## config.mk

```make
export PLATFORM = sky130hd
export DESIGN_NAME = qfft_front
export DESIGN_NICKNAME = d
export VERILOG_FILES = /design/src/hdl/qfft_pkg.sv /design/src/hdl/qfft_front.sv
export SDC_FILE = /design/constraint.sdc
export NUM_CORES = 1
export LEC_CHECK = 0
export ABC_AREA = 1
export BUFFER_PORTS_ARGS = -buffer_cell sky130_fd_sc_hd__buf_2
export CAP_MARGIN = 25
export CORE_MARGIN = 8
export CORE_UTILIZATION = 57
export CTS_CLUSTER_DIAMETER = 40
export DETAILED_ROUTE_END_ITERATION = 6
export PLACE_DENSITY = 0.88
export SYNTH_ARGS = -nofsm -noshare
export SYNTH_HDL_FRONTEND = slang
export SYNTH_SLANG_ARGS = --single-unit
```

## constraint.sdc

```tcl
create_clock -name clk -period 3.72 [get_ports clk]
set_input_delay 0.372 -clock clk [delete_from_list [all_inputs] [get_ports clk]]
set_output_delay 0.372 -clock clk [all_outputs]
set_load 0.02 [all_outputs]
```

## src/hdl/qfft_pkg.sv

```systemverilog
// ----------------------------------------------------------------------------
// qfft_pkg
// Shared types, constants and Q15 arithmetic helpers for the spectrum core.
// ----------------------------------------------------------------------------
`default_nettype none

package qfft_pkg;

	localparam int FFT_SIZE  = 1024;
	localparam int LOG_N     = $clog2(FFT_SIZE);
	localparam int TW_W      = LOG_N - 1;
	localparam int S_W       = $clog2(LOG_N);
	localparam int SUM_W     = 16 + LOG_N;
	localparam int Q_DEPTH   = 4;
	localparam int Q_PTR_W   = $clog2(Q_DEPTH);
	localparam int Q15_HALF  = 1 << 14;
	localparam int Q15_SHIFT = 15;

	localparam logic KIND_FRAME = 1'b0;
	localparam logic KIND_BIN   = 1'b1;

	typedef enum logic [1:0] {
		OP_WIN    = 2'd0,
		OP_TW     = 2'd1,
		OP_SAMPLE = 2'd2,
		OP_READ   = 2'd3
	} op_t;

	typedef struct packed {
		op_t                op;
		logic [LOG_N-1:0]   addr;
		logic signed [15:0] data_a;
		logic signed [15:0] data_b;
	} item_t;

	typedef struct packed {
		logic valid;
		logic pop;
	} q_ctrl_t;

	typedef enum logic [3:0] {
		ST_IDLE,
		ST_SUM_A,
		ST_SUM_B,
		ST_MEAN,
		ST_WIN_A,
		ST_WIN_B,
		ST_WIN_C,
		ST_BF_RD,
		ST_BF_MUL,
		ST_BF_ADD,
		ST_BF_WE,
		ST_BF_WO,
		ST_DONE,
		ST_RD_A,
		ST_RD_B,
		ST_RD_C
	} state_t;

	function automatic logic signed [15:0] sat16(input logic signed [18:0] v);
		if (v > 19'sd32767)
			return 16'sh7fff;
		else if (v < -19'sd32768)
			return 16'sh8000;
		else
			return v[15:0];
	endfunction

	// round half away from zero, >> 15
	function automatic logic signed [16:0] q15_rnd(input logic signed [31:0] p);
		logic [31:0] mag;
		logic [16:0] r;
		mag = p[31] ? 32'(-p) : 32'(p);
		r   = 17'((mag + 32'(Q15_HALF)) >> Q15_SHIFT);
		return p[31] ? -$signed(r) : $signed(r);
	endfunction

	function automatic logic signed [15:0] win_rnd(input logic signed [32:0] p);
		logic [32:0]        mag;
		logic [17:0]        r;
		logic signed [18:0] v;
		mag = p[32] ? 33'(-p) : 33'(p);
		r   = 18'((mag + 33'(Q15_HALF)) >> Q15_SHIFT);
		v   = p[32] ? -$signed({1'b0, r}) : $signed({1'b0, r});
		return sat16(v);
	endfunction

	// halve, ties to even on the magnitude
	function automatic logic signed [15:0] halve_even(input logic signed [16:0] v);
		logic signed [17:0] ext;
		logic [17:0]        mag;
		logic [17:0]        r;
		ext = 18'(v);
		mag = ext[17] ? 18'(-ext) : 18'(ext);
		r   = mag >> 1;
		if (mag[0] && r[0])
			r = r + 18'd1;
		return sat16(ext[17] ? -$signed({1'b0, r}) : $signed({1'b0, r}));
	endfunction

	function automatic logic [LOG_N-1:0] bit_rev(input logic [LOG_N-1:0] a);
		logic [LOG_N-1:0] r;
		for (int b = 0; b < LOG_N; b++)
			r[b] = a[LOG_N-1-b];
		return r;
	endfunction

endpackage

`default_nettype wire

```

## src/hdl/qfft_front.sv

```systemverilog
// ----------------------------------------------------------------------------
// qfft_front
// Input stage: takes stream transactions, decodes op and wraps the index to
// its table size, and buffers items in a short queue for the engine.
// ----------------------------------------------------------------------------
`default_nettype none

module qfft_front (
	input  wire logic              clk,
	input  wire logic              arst_n,
	input  wire logic              s_tvalid,
	output      logic              s_tready,
	input  wire logic [47:0]       s_tdata,  // index[9:0], data_a[25:10], data_b[41:26]
	input  wire logic [1:0]        s_tuser,  // op[1:0]
	output      qfft_pkg::item_t   head,
	input  wire logic              pop,
	output      logic              head_valid
);

	qfft_pkg::item_t                  queue_q [qfft_pkg::Q_DEPTH];
	logic [qfft_pkg::Q_PTR_W-1:0]     wr_ptr_q, rd_ptr_q;
	logic [qfft_pkg::Q_PTR_W:0]       count_q;
	qfft_pkg::item_t                  item_d;
	logic                             push;

	always_comb begin
		item_d.op     = qfft_pkg::op_t'(s_tuser);
		item_d.data_a = $signed(s_tdata[25:10]);
		item_d.data_b = $signed(s_tdata[41:26]);
		if (item_d.op == qfft_pkg::OP_TW)
			item_d.addr = qfft_pkg::LOG_N'(qfft_pkg::TW_W'(s_tdata[9:0]));
		else
			item_d.addr = qfft_pkg::LOG_N'(s_tdata[9:0]);
	end

	assign s_tready   = (count_q != (qfft_pkg::Q_PTR_W+1)'(qfft_pkg::Q_DEPTH));
	assign push       = s_tvalid && s_tready;
	assign head_valid = (count_q != '0);
	assign head       = queue_q[rd_ptr_q];

	always_ff @(posedge clk) begin
		if (push)
			queue_q[wr_ptr_q] <= item_d;
	end

	always_ff @(posedge clk or negedge arst_n) begin
		if (!arst_n) begin
			wr_ptr_q <= '0;
			rd_ptr_q <= '0;
			count_q  <= '0;
		end else begin
			if (push)
				wr_ptr_q <= wr_ptr_q + 1'b1;
			if (pop)
				rd_ptr_q <= rd_ptr_q + 1'b1;
			count_q <= count_q + (qfft_pkg::Q_PTR_W+1)'(push)
			                   - (qfft_pkg::Q_PTR_W+1)'(pop);
		end
	end

endmodule

`default_nettype wire

```

Word level (Yosys, flattened, before mapping) --
Memories as Yosys holds them, arrays and structs flattened. Index checks and enable logic that the tools add are counted.
Storage, ports and cells: bits in writable memories 176, memories kept 1, input port bits 54, bits in registers 7, word-level logic and storage cells 15, output and inout port bits 46
Cells by class: eq/ne operators 2, multiplexer cells 3, reduce and logical (&&, ||, !) cells 2, $add $sub $neg 4
Memory list:
- queue_q | depth 4, bits a word 44, rd ports 1, clocked after Yosys merged registers in 0, wr ports 1, line qfft_front.sv:20 | qfft_pkg::item_t queue_q [qfft_pkg::Q_DEPTH];
Operators with widths (count):
- $mux W10 | 1
- $add A2 B1 Y2 const B | 2
- $add A3 B1 Y3 | 1
- $ne A3 B3 Y1 const B | 1
- $reduce_bool A3 Y1 | 1
- $sub A3 B1 Y3 | 1
- $eq A2 B1 Y1 const B | 1
- $mux W1 | 2
- $logic_and A1 B1 Y1 | 1

Logic depth before layout (Yosys ltp) --
depth in word-level cells 4, depth in mapped cells 11

Worst setup path before layout --
OpenSTA, ideal clock, no wires.
kind register -> register, start point register count_q[1] in the netlist's numbering, end point memory queue_q[0][0] in the netlist's numbering, enable pin, library setup time 0.446 ns, data arrival time 2.739 ns, period minus slack after synthesis 3.185 ns, slack 0.535 ns, required time 3.274 ns, path buffers 0, stages on the path, launching flop included 5, path through dfrtp_1 nor2_1 nand2_1 nand2_1 nor2_1
Between the ends: cells in the longest elaborated chain, start to end 4
Ends and longest elaborated chain:
- start, declared | line qfft_front.sv:22 | logic [qfft_pkg::Q_PTR_W:0] count_q;
- start signal, assigned | line qfft_front.sv:56 | count_q <= count_q + (qfft_pkg::Q_PTR_W+1)'(push)
- $ne A3 B3 Y1 | line qfft_front.sv:36 | assign s_tready = (count_q != (qfft_pkg::Q_PTR_W+1)'(qfft_pkg::Q_DEPTH));
- net s_tready | line qfft_front.sv:12 | output logic s_tready,
- $logic_and A1 B1 Y1 | line qfft_front.sv:37 | assign push = s_tvalid && s_tready;
- $mux W1 | line qfft_front.sv:42 | if (push)
- $mux W1 (not written as such) | line qfft_front.sv:43 | queue_q[wr_ptr_q] <= item_d;
- end, declared | line qfft_front.sv:20
The timed path passes the listed nets, and every way through them passes these cells.

Final worst setup path --
start point register count_q[1] in the netlist's numbering, end point register count_q[2] in the netlist's numbering
Between the ends: cells in the longest elaborated chain, start to end 4
Ends and longest elaborated chain:
- $ne A3 B3 Y1 | line qfft_front.sv:36
- $logic_and A1 B1 Y1 | line qfft_front.sv:37
- $add A3 B1 Y3 (*) | line qfft_front.sv:56
- $sub A3 B1 Y3 (*) | line qfft_front.sv:57 | - (qfft_pkg::Q_PTR_W+1)'(pop);
Mark *: on every way between the ends. The rest lies on a longest branch, timed or not. A chain may end at the register's enable or synchronous reset.

==> qor.txt <==
Area leader, netlist: edfxtp_1
Max Fclk: 0.422 GHz
Wire per inst: 17.1 um
Gr ovfl total: 0
Synth Register Bits: 183
Slowest cell on crit path: dfrtp_1
Vias in the first global route: 4497
Setup_tns: 0 ns
Core Util, Final: 66.9%
Relative slew slack: 48.1%
CP top delay family: adder cells
Dpl cells: 812
Post-Syn Instances: 565
Met3 Use GR: 5.03%
Worst Hold Class: in2reg
Crit path largest cell delay: 0.43 ns
CTS tree: yes
Slew Viols, Final: 0
PostCTS Resize Cnt: 0
Detail Route Antenna Nets: 0
Crit. End Element: flop
Filler cells: 925
Synth top area share: 70.5%
Critical Path Source Type: flop
Synthesized area: 7500 um2
Gr busiest metal: met2
Hold Path Origin: pop
Final Skew: 0.00746 ns
Max clock buf depth: 2
Peak VDD IR: 0.633 mV
Detailed Route Iter0 Violations: 276
CP Buf/Inv Count: 2
Die H: 131 um
Syn-to-layout area delta: 16.3%
Most used cell, CP: nand2_1
Internal power: 4.77 mW
CTS sink count: 183
Post-Route WL: 14500 um
Pin slew with the least headroom to its limit: 0.777 ns
Post-synth EDFFs: 176
Synth cell types: 17
Met2 track demand over resource: 31.3%
Top-Level Pins: 100
Seq/Total Area, Yosys: 72.8%
Final Setup Violations: 0
Setup CP Type: reg2reg
Area of the multi-input gates: 1430 um2
Storage cell area: 5470 um2
Worst-path clk slew: 0.06 ns
Post-Syn Nets: 626
Reg2reg end: count_q[2]$_DFF_PN0_
DP Wirelength: 8310 um
Worst path arrival time: 2.69 ns
Hold Crit Depth: 2
CTS root buf: clkbuf_16
DRC: 0
Hold Vio Cnt, Final: 0
Sw Ratio: 36.3%
Final nets: 718
Sw power: 2.72 mW
Vias: 4461
Die ar.: 17100 um2
Horiz. Die Dim: 131 um
Initial Util: 57.5%
Router iterations before antenna repair: 7
Worst endpoint required time: 4.04 ns
RSZ-0062 raised after global routing: no
CP cell instances: nor2_1 -> nand2_1 -> nand2_1 -> ha_1 -> inv_1 -> ha_1 -> inv_1 -> fa_1 -> nand3_1 -> nand2_1
Global-route wire length before repair: 22300 um
Largest net degree at the start of global routing: 179
Cts bufs inserted: 17
Worst Hold End: rd_ptr_q[0]$_DFFE_PN0P_
CTS H-tree depth: 4
I/O Buffers: 93
Reg2Reg Setup Slack: 1.35 ns
Ant diodes: 0
Max FO, Critical Path: 7
FFs w/ async S/R, synth: 3.83%
RD Place Congestion: 0.729
Max cap viols: 0
Register share of total power: 38.0%
Synthesized area per cell: 13.3 um2
Synth warn: 0
Comb pwr share: 35.7%
Status: finished, final reports clean
Top cells by area, synth: edfxtp_1, o211ai_1, nand2_1
# rows: 42
Total GRT Usage: 17.7%
PD cells: 859 nW/um2
Reg-to-Reg Start: count_q[1]$_DFF_PN0_
Clock Latency Late Sink: 0.43 ns
Dominant synthesized flop cell: edfxtp_1
Lkg Pwr: 3.54 nW
DR vias/cell: 5.29
Met1 Resource Use GR: 19.4%
Final min period: 2.37 ns
R2R depth: 10
Initial antenna violation count: 1
Layout cells sized above 1: 21.9%
Non-Filler Instances: 844
Clock power frac: 26.3%
Core ar.: 13000 um2
Tcrit/Tclk final: 63.6%
-- final cells by class --
class / instances / area share, %
clock inverter: 12 / 2.61
timing repair buffer: 102 / 6.43
clock buffer: 18 / 4.92
tap: 176 / 2.53
sequential: 183 / 62.7
inverter: 102 / 4.39
multi-input combinational: 251 / 16.4
-- cells by family (layout without fill, tap and decap cells) --
logic type	after synthesis	after routing	synth area share, %
simple gates	153	153	7.71
compound gates	89	89	9.51
xor+xnor	2	2	0.234
flops	183	183	72.8
buf+inv	131	234	8.43
fa+ha+maj	7	7	1.27
-- synth_stat cells, types with 2 or more instances --
master and n:
edfxtp_1 176, nand2_1 145, inv_1 101, o211ai_1 79, buf_2 13, buf_6 13, o211ai_2 9, dfrtp_1 7
ha_1 6, nor2_1 5, nand3_1 3, buf_8 2, xor2_1 2
-- cells in the final DEF, fill, tap and decap left out, types with 3 or more instances in the layout --
master      count
clkbuf_16      17
buf_4           6
o211ai_1       79
o211ai_2        9
nor2_4          4
bufinv_16       6
nand2_1       145
inv_1         101
ha_1            6
clkinvlp_4      4
dfrtp_1         5
buf_2          93
edfxtp_1      176
nand3_1         3
-- state kept, by name (all words and copies together) (netlist names) --
name      count
rd_ptr_q      2
wr_ptr_q      2
count_q       3
queue_q     176
-- how the worst max path moves through the flow --
stage | start | end | depth (start not counted)
after floorplan | count_q[1]$_DFF_PN0_ | queue_q[0][0]$_DFFE_PP_ | 4
after global placement | count_q[1]$_DFF_PN0_ | queue_q[1][2]$_DFFE_PP_ | 5
after detailed placement | count_q[1]$_DFF_PN0_ | count_q[2]$_DFF_PN0_ | 10
after CTS | rd_ptr_q[1]$_DFFE_PN0P_ | head[41] | 4
after global routing | count_q[1]$_DFF_PN0_ | count_q[2]$_DFF_PN0_ | 10
final | count_q[1]$_DFF_PN0_ | count_q[2]$_DFF_PN0_ | 10
-- worst reg2reg max path: stages, from the launching register on --
cell and delay, ns:
dfrtp_1 0.43, nor2_1 0.19, nand2_1 0.13, nand2_1 0.37
ha_1 0.32, inv_1 0.06, ha_1 0.14, inv_1 0.06
fa_1 0.41, nand3_1 0.11, nand2_1 0.05
-- per-layer routing --
metal	part of all wire, %	up-vias
met3	6.6	22
met2	53	126
li1	-	2128
met1	38	2183
met5	0.090	-
met4	1.6	2
-- metrics by stage --
stage / power, mW / area, um2 / hold slack (ns) / setup WS, ns
finish: 7.49 / 8720 / 0.152 / 1.35
global route: 7.88 / 8720 / 0.139 / 1.20
CTS: 7.53 / 8700 / 0.136 / 1.18
detailed placement: 5.56 / 8030 / 0.210 / 1.36
global placement: 5.42 / 8030 / 0.206 / 1.42
floorplan: 4.85 / 7500 / 0.0764 / 0.535
-- power groups by stage --
stage	Sequential [mW]	Combinational, mW	Clock [mW]
final	2.85	2.67	1.97
after global routing	2.88	2.94	2.06
after CTS	2.85	2.69	2.00
after detailed placement	2.89	2.67	0
after global placement	2.86	2.56	0
after floorplan	2.87	1.98	0
-- repair_timing --
action | in CTS | in global routing
hold buffers | 1 | 0
buffers inserted | 0 | 0
hold endpoints to repair | 7 | 0
Power figures use the tool's default switching activity.
